### src/rtl/cpi_pkg.sv
`timescale 1ns / 1ps

package cpi_pkg;

  // Output field widths, fixed by the stream format
  localparam int unsigned INDEX_W  = 6;
  localparam int unsigned SYMBOL_W = 8;
  localparam int unsigned COUNT_W  = 7;

  // Character code of palette index zero ('A')
  localparam logic [SYMBOL_W-1:0] SYMBOL_BASE = 8'd65;

  // Pixel payload as it walks down the chain
  typedef struct packed {
    logic       start_image;
    logic [7:0] red;
    logic [7:0] green;
    logic [7:0] blue;
  } pix_t;

  // Per-token status bits as it walks down the chain
  typedef struct packed {
    logic valid;  // a pixel occupies this slot
    logic found;  // matched or claimed an entry upstream
    logic added;  // claimed a fresh entry upstream
  } tok_stat_t;

endpackage

### src/rtl/cpi_cell.sv
`timescale 1ns / 1ps

module cpi_cell import cpi_pkg::*; #(
  parameter int unsigned IDX_W    = 6,
  parameter int unsigned CNT_W    = 7,
  parameter int unsigned CELL_IDX = 0
) (
  input  logic             clk,
  input  logic             rst_n,
  input  logic             adv,
  input  tok_stat_t        stat_in,
  input  pix_t             pix_in,
  input  logic [IDX_W-1:0] idx_in,
  input  logic [CNT_W-1:0] cnt_in,
  output tok_stat_t        stat_out,
  output pix_t             pix_out,
  output logic [IDX_W-1:0] idx_out,
  output logic [CNT_W-1:0] cnt_out
);

  localparam logic [IDX_W-1:0] MY_IDX = IDX_W'(CELL_IDX);
  localparam logic [CNT_W-1:0] MY_CNT = CNT_W'(CELL_IDX + 1);

  // One palette entry and its fill marker (thermometer bit of the entry count)
  logic [23:0]      entry_r;
  logic             fill_r, fill_nxt;
  tok_stat_t        stat_r, stat_nxt;
  pix_t             pix_r;
  logic [IDX_W-1:0] idx_r, idx_nxt;
  logic [CNT_W-1:0] cnt_r, cnt_nxt;

  logic occ_eff, hit, claim, occ_after;

  // Compare / claim decision for the token passing this cell
  always_comb begin
    occ_eff   = fill_r & ~pix_in.start_image;
    hit       = stat_in.valid & ~stat_in.found & occ_eff &
                (entry_r == {pix_in.red, pix_in.green, pix_in.blue});
    claim     = stat_in.valid & ~stat_in.found & ~occ_eff;
    occ_after = occ_eff | claim;

    fill_nxt       = stat_in.valid ? occ_after : fill_r;
    stat_nxt       = stat_in;
    stat_nxt.found = stat_in.found | hit | claim;
    stat_nxt.added = stat_in.added | claim;
    idx_nxt        = (hit || claim) ? MY_IDX : idx_in;
    cnt_nxt        = occ_after ? MY_CNT : cnt_in;
  end

  // Control state: fill marker and token status (slot valid, found, added)
  always_ff @(posedge clk) begin
    if (!rst_n) begin
      fill_r <= 1'b0;
      stat_r <= '0;
    end else if (adv) begin
      fill_r <= fill_nxt;
      stat_r <= stat_nxt;
    end
  end

  // Payload: entry write on claim, token hand-off to the next cell
  always_ff @(posedge clk) begin
    if (adv) begin
      if (claim) begin
        entry_r <= {pix_in.red, pix_in.green, pix_in.blue};
      end
      pix_r <= pix_in;
      idx_r <= idx_nxt;
      cnt_r <= cnt_nxt;
    end
  end

  assign stat_out = stat_r;
  assign pix_out  = pix_r;
  assign idx_out  = idx_r;
  assign cnt_out  = cnt_r;

endmodule

### config.mk
export PLATFORM = sky130hd
export DESIGN_NAME = cpi_cell
export DESIGN_NICKNAME = d
export VERILOG_FILES = /design/src/rtl/cpi_pkg.sv /design/src/rtl/cpi_cell.sv
export SDC_FILE = /design/constraint.sdc
export NUM_CORES = 1
export LEC_CHECK = 0
export ABC_AREA = 1
export BUFFER_PORTS_ARGS = -buffer_cell sky130_fd_sc_hd__buf_4
export CAP_MARGIN = 20
export CORE_MARGIN = 2
export CORE_UTILIZATION = 50
export CTS_BUF_LIST = sky130_fd_sc_hd__clkbuf_16
export DETAILED_ROUTE_END_ITERATION = 12
export PLACE_DENSITY_LB_ADDON = 0.1
export SLEW_MARGIN = 30
export SYNTH_ARGS = -nofsm -noshare
export SYNTH_HDL_FRONTEND = slang
export SYNTH_SLANG_ARGS = --single-unit
export TNS_END_PERCENT = 30
### constraint.sdc
create_clock -name clk -period 2.5 [get_ports clk]
set_clock_uncertainty 0.1 [all_clocks]
set_input_delay 0.125 -clock clk [delete_from_list [all_inputs] [get_ports clk]]
set_output_delay 0.125 -clock clk [all_outputs]
set_load 0.05 [all_outputs]
==> tab_implementation.tex <==
\begin{tabular}{lr}
\hline
Metric & Value \\
\hline
\multicolumn{2}{l}{\textbf{Global route}} \\
\quad All-layer global routing usage & 0.180 \\
\quad Maximum number of pins on one net before global-route repair & 27 \\
\quad Number of global-route vias before repair & between 1500 and 2000 \\
\quad First-pass GRT wire length & 7.33 mm \\
\quad Leftover overflow at the end of global routing & 0 \\
\quad Antenna violations before repair & 0 \\
\multicolumn{2}{l}{\textbf{Timing}} \\
\quad Final worst hold slack & 0.00673 ns \\
\quad Max-slew violation count & 0 \\
\quad Min setup slack post-route & 0.863 ns \\
\quad Number of endpoints with negative hold slack in the final report & 0 \\
\quad Max-slew headroom at the worst pin & 0.781 \\
\quad Final critical-path share of the clock period & 0.655 \\
\quad Max Clk Rate & 611 MHz \\
\quad Transition time at the pin with the least slew margin & around 0.33 ns \\
\quad Final sum of negative setup slack & 0 ns \\
\quad RSZ-0062 raised after global routing & no \\
\quad Final worst path period need & 1.64 ns \\
\quad Total setup violations reported at the end of the flow & 0 \\
\multicolumn{2}{l}{\textbf{Floorplanning}} \\
\quad Die ar. & 5740 sq um \\
\quad Die W & around 76 um \\
\quad I/O Pins & 85 \\
\quad Die outline height & 75.8 um \\
\quad Initial core utilization & 0.511 \\
\quad Core region area & 5040 sq um \\
\quad Site Rows & 26 \\
\multicolumn{2}{l}{\textbf{Setup path}} \\
\quad Count of buffer and inverter cells on the critical path & 2 \\
\quad Crit-path slowest cell & dlygate4sd3\_1 \\
\quad CP startpoint & pix\_in[20] \\
\quad Worst EP arrival & 1.61 ns \\
\quad Kind of start point of the critical path & primary input \\
\quad Crit Reg-Reg Startpoint & entry\_r[11]\$\_DFFE\_PP\_ \\
\quad Flop-to-flop setup slack & 0.98 ns \\
\quad Crit-path leading delay family & buffers and inverters \\
\quad Crit path kind & primary input to flip-flop \\
\quad Kind of end point of the critical path & flip-flop \\
\quad Top fanout value on the critical path & 6 \\
\quad Largest stage delay on the critical path & 0.54 ns \\
\quad Reg2reg end & idx\_out[0]\$\_SDFFCE\_PP0P\_ \\
\quad Cell depth of the worst flop-to-flop path & 8 \\
\quad CP most frequent cell & nor2\_1 \\
\quad Cell-by-cell listing of the critical path & dlygate4sd3\_1, buf\_4, xor2\_1, nor2\_1, nand2\_1, nor2\_1, nand3\_1, nand2\_2, nor2\_1 \\
\quad Required time of the critical path & 2.47 ns \\
\multicolumn{2}{l}{\textbf{Layout}} \\
\quad Final Util & 0.764 \\
\quad Antenna diode count & 0 \\
\quad Area grow syn2layout & 49.6\% \\
\quad Layout cell share with drive strength beyond 1 & 0.291 \\
\quad Net total in the final layout & 386 \\
\multicolumn{2}{l}{\textbf{Synthesis}} \\
\quad Post-Synthesis Net Count & 260 \\
\quad Total of flip-flops plus latches after synthesis & 66 \\
\quad Top post-synthesis cells by area & edfxtp\_1, inv\_1, nand2\_1 \\
\quad Post-synthesis xor/xnor area fraction & 0.0340 \\
\quad Cell count after synthesis & 216 \\
\quad Compound-Gate Fraction of Synth Area & 0.0117 \\
\quad Mean cell area of the mapped netlist & 11.9 sq um \\
\quad Distinct cell type count after synthesis & 12 \\
\quad Yosys synthesis warning count & 0 \\
\quad Post-Synth Simple-Gate Area & 0.136 \\
\quad Mux cell area share after synthesis & 0 \\
\quad Most area-hungry cell type in the Yosys netlist & edfxtp\_1 \\
\quad Sequential area share after synthesis & 0.754 \\
\quad Fraction of post-synthesis cell area in the top cell type by area & 0.723 \\
\quad Dominant combinational cell family by area after synthesis & simple AND/OR/NAND/NOR gates \\
\quad Total standard cell area after synthesis & about 2600 sq um \\
\quad Share of synthesized cell area in full adder, half adder and majority cells & 0 \\
\multicolumn{2}{l}{\textbf{Drt}} \\
\quad Post-detailed-route DRC marker count & 0 \\
\quad Antenna Violating Nets Remaining & 0 \\
\quad Count of routing violations after the opening detailed-route iteration & 83 \\
\quad Routed WL & 4.92 mm \\
\quad Wire length per cell & 11.8 um \\
\quad Detailed Routing Iterations Pass 1 & 4 \\
\quad Average via count per standard cell & $\sim$4.3 \\
\quad Overall via count from detail\_route & 1811 \\
\multicolumn{2}{l}{\textbf{Pwr}} \\
\quad Fraction of power spent switching nets & 0.248 \\
\quad Share of total power in combinational logic & 0.159 \\
\quad Peak supply drop & 0.732 mV \\
\quad Leakage power summed over all cells & between 0.0015 and 0.002 uW \\
\quad Clock network fraction of design power & 0.372 \\
\quad Portion of total power attributed to sequential cells & 0.469 \\
\quad Switching power & 689 uW \\
\quad Cell internal pwr & 2090 uW \\
\quad Power per Cell Area & 722 nW/um\^{}2 \\
\multicolumn{2}{l}{\textbf{Placed design}} \\
\quad Global placer's final weighted congestion & 0.785 \\
\quad IO buf count & 84 \\
\quad HPWL after DPL & 3.28 mm \\
\quad Setup slack after placement & 0.981 ns \\
\multicolumn{2}{l}{\textbf{Clock network}} \\
\quad CTS tree & yes \\
\quad Clock buffer count from CTS & 9 \\
\quad Hold-fix buffers at CTS & 28 \\
\quad Clock latency on the worst-skew pair & 0.32 ns \\
\quad Post-CTS repair timing setup buffer count & 0 \\
\quad Sink count of the clock tree & 66 \\
\quad Number of resized instances in the post-cts repair step & 0 \\
\quad CTS Root Cell & clkbuf\_16 \\
\quad Total number of H-tree levels & 3 \\
\quad Post-CTS clock slew at the launch and capture registers of the worst setup and hold paths & 0.05 ns \\
\quad Clock Path Buffers & 2 \\
\multicolumn{2}{l}{\textbf{Min path}} \\
\quad Cells on Worst Hold Path & 3 \\
\quad Class of the tightest hold or removal check & primary input to flip-flop \\
\quad Hold path startpoint & cnt\_in[1] \\
\quad Worst Hold Endpoint & cnt\_out[1]\$\_SDFFCE\_PP0P\_ \\
\multicolumn{2}{l}{\textbf{Status}} \\
\quad Run status & finished, final reports clean \\
\multicolumn{2}{l}{\textbf{Run}} \\
\quad Maximum Capacitance Violations & 0 \\
\hline
\end{tabular}
==> cell type report <==
type	count	area, sq um
clock buffers	9	225
flip-flops and latches	66	1940
clock inverters	7	27.5
multi-input cells	106	470
repair buffers	115	933
well taps	70	87.6
inverters	44	165
fillers	342	1190
==> worst register-to-register path, cell delays in order, from the launching register on <==
cell      delay [ns]
edfxtp_1        0.38
nand2_1         0.08
nand2_1         0.05
nor2_1          0.11
nand3_1         0.11
nor2_1          0.13
nand3_1         0.13
nand2_2         0.14
nor2_1          0.06
==> logic make-up after synthesis <==
kind of cell,after synthesis
XOR/XNOR,10
flip-flops,66
AO/OA/AOI/OAI,6
AND/OR/NAND/NOR,90
buffers and inverters,44
==> power by group through the flow <==
stage / clock (uW) / sequential [uW] / combinational, uW
after floorplan: 0 / 1500 / 59.9
after global placement: 0 / 1320 / 404
after detailed placement: 0 / 1320 / 408
after CTS: 1050 / 1300 / 444
after global routing: 1100 / 1310 / 471
final: 1030 / 1300 / 441
==> routing by layer <==
metal	up-vias	routed length, um	global-route usage
met5	-	0	0
met4	0	69	0.0936
met3	7	200	0.0503
met2	45	2580	0.305
met1	826	2070	0.208
li1	933	-	-
==> placed cells by master (no fill, tap or decap), drive strengths merged <==
cell	count
clkinv	1
xor2	8
a21oi	4
nor2	39
clkbuf	9
inv	50
nand2	46
edfxtp	62
buf	87
dlygate4sd3	28
nand3	4
xnor2	2
or2	1
o21ai	2
dfxtp	4
==> cells in the mapped netlist <==
cell / count
edfxtp_1: 62
inv_1: 44
nand2_1: 44
nor2_1: 39
xor2_1: 8
a21oi_1: 4
dfxtp_1: 4
nand3_1: 4
nand2_2: 2
o21ai_0: 2
xnor2_1: 2
or2_2: 1
==> worst max-delay path by stage <==
stage	endpoint	depth (start not counted)
3_5_place_dp	idx_out[0]$_SDFFCE_PP0P_	8
4_1_cts	idx_out[0]$_SDFFCE_PP0P_	10
6_report	idx_out[0]$_SDFFCE_PP0P_	9
5_1_grt	idx_out[0]$_SDFFCE_PP0P_	9
2_1_floorplan	entry_r[0]$_DFFE_PP_	3
3_3_place_gp	idx_out[2]$_SDFFCE_PP0P_	7
==> flip-flops by register name, indices dropped and copies added, names as in the netlist <==
signal and count:
pix_out 25, stat_out 3, cnt_out 7, fill_r 1, entry_r 24, idx_out 6
==> per-stage QoR <==
step	instance area [sq um]	power [uW]	instances
2_1_floorplan	2570	1560	216
3_3_place_gp	3320	1730	373
3_5_place_dp	3320	1730	373
4_1_cts	3850	2800	417
5_1_grt	3850	2880	417
6_report	3850	2780	417
Power figures use the tool's default switching activity.
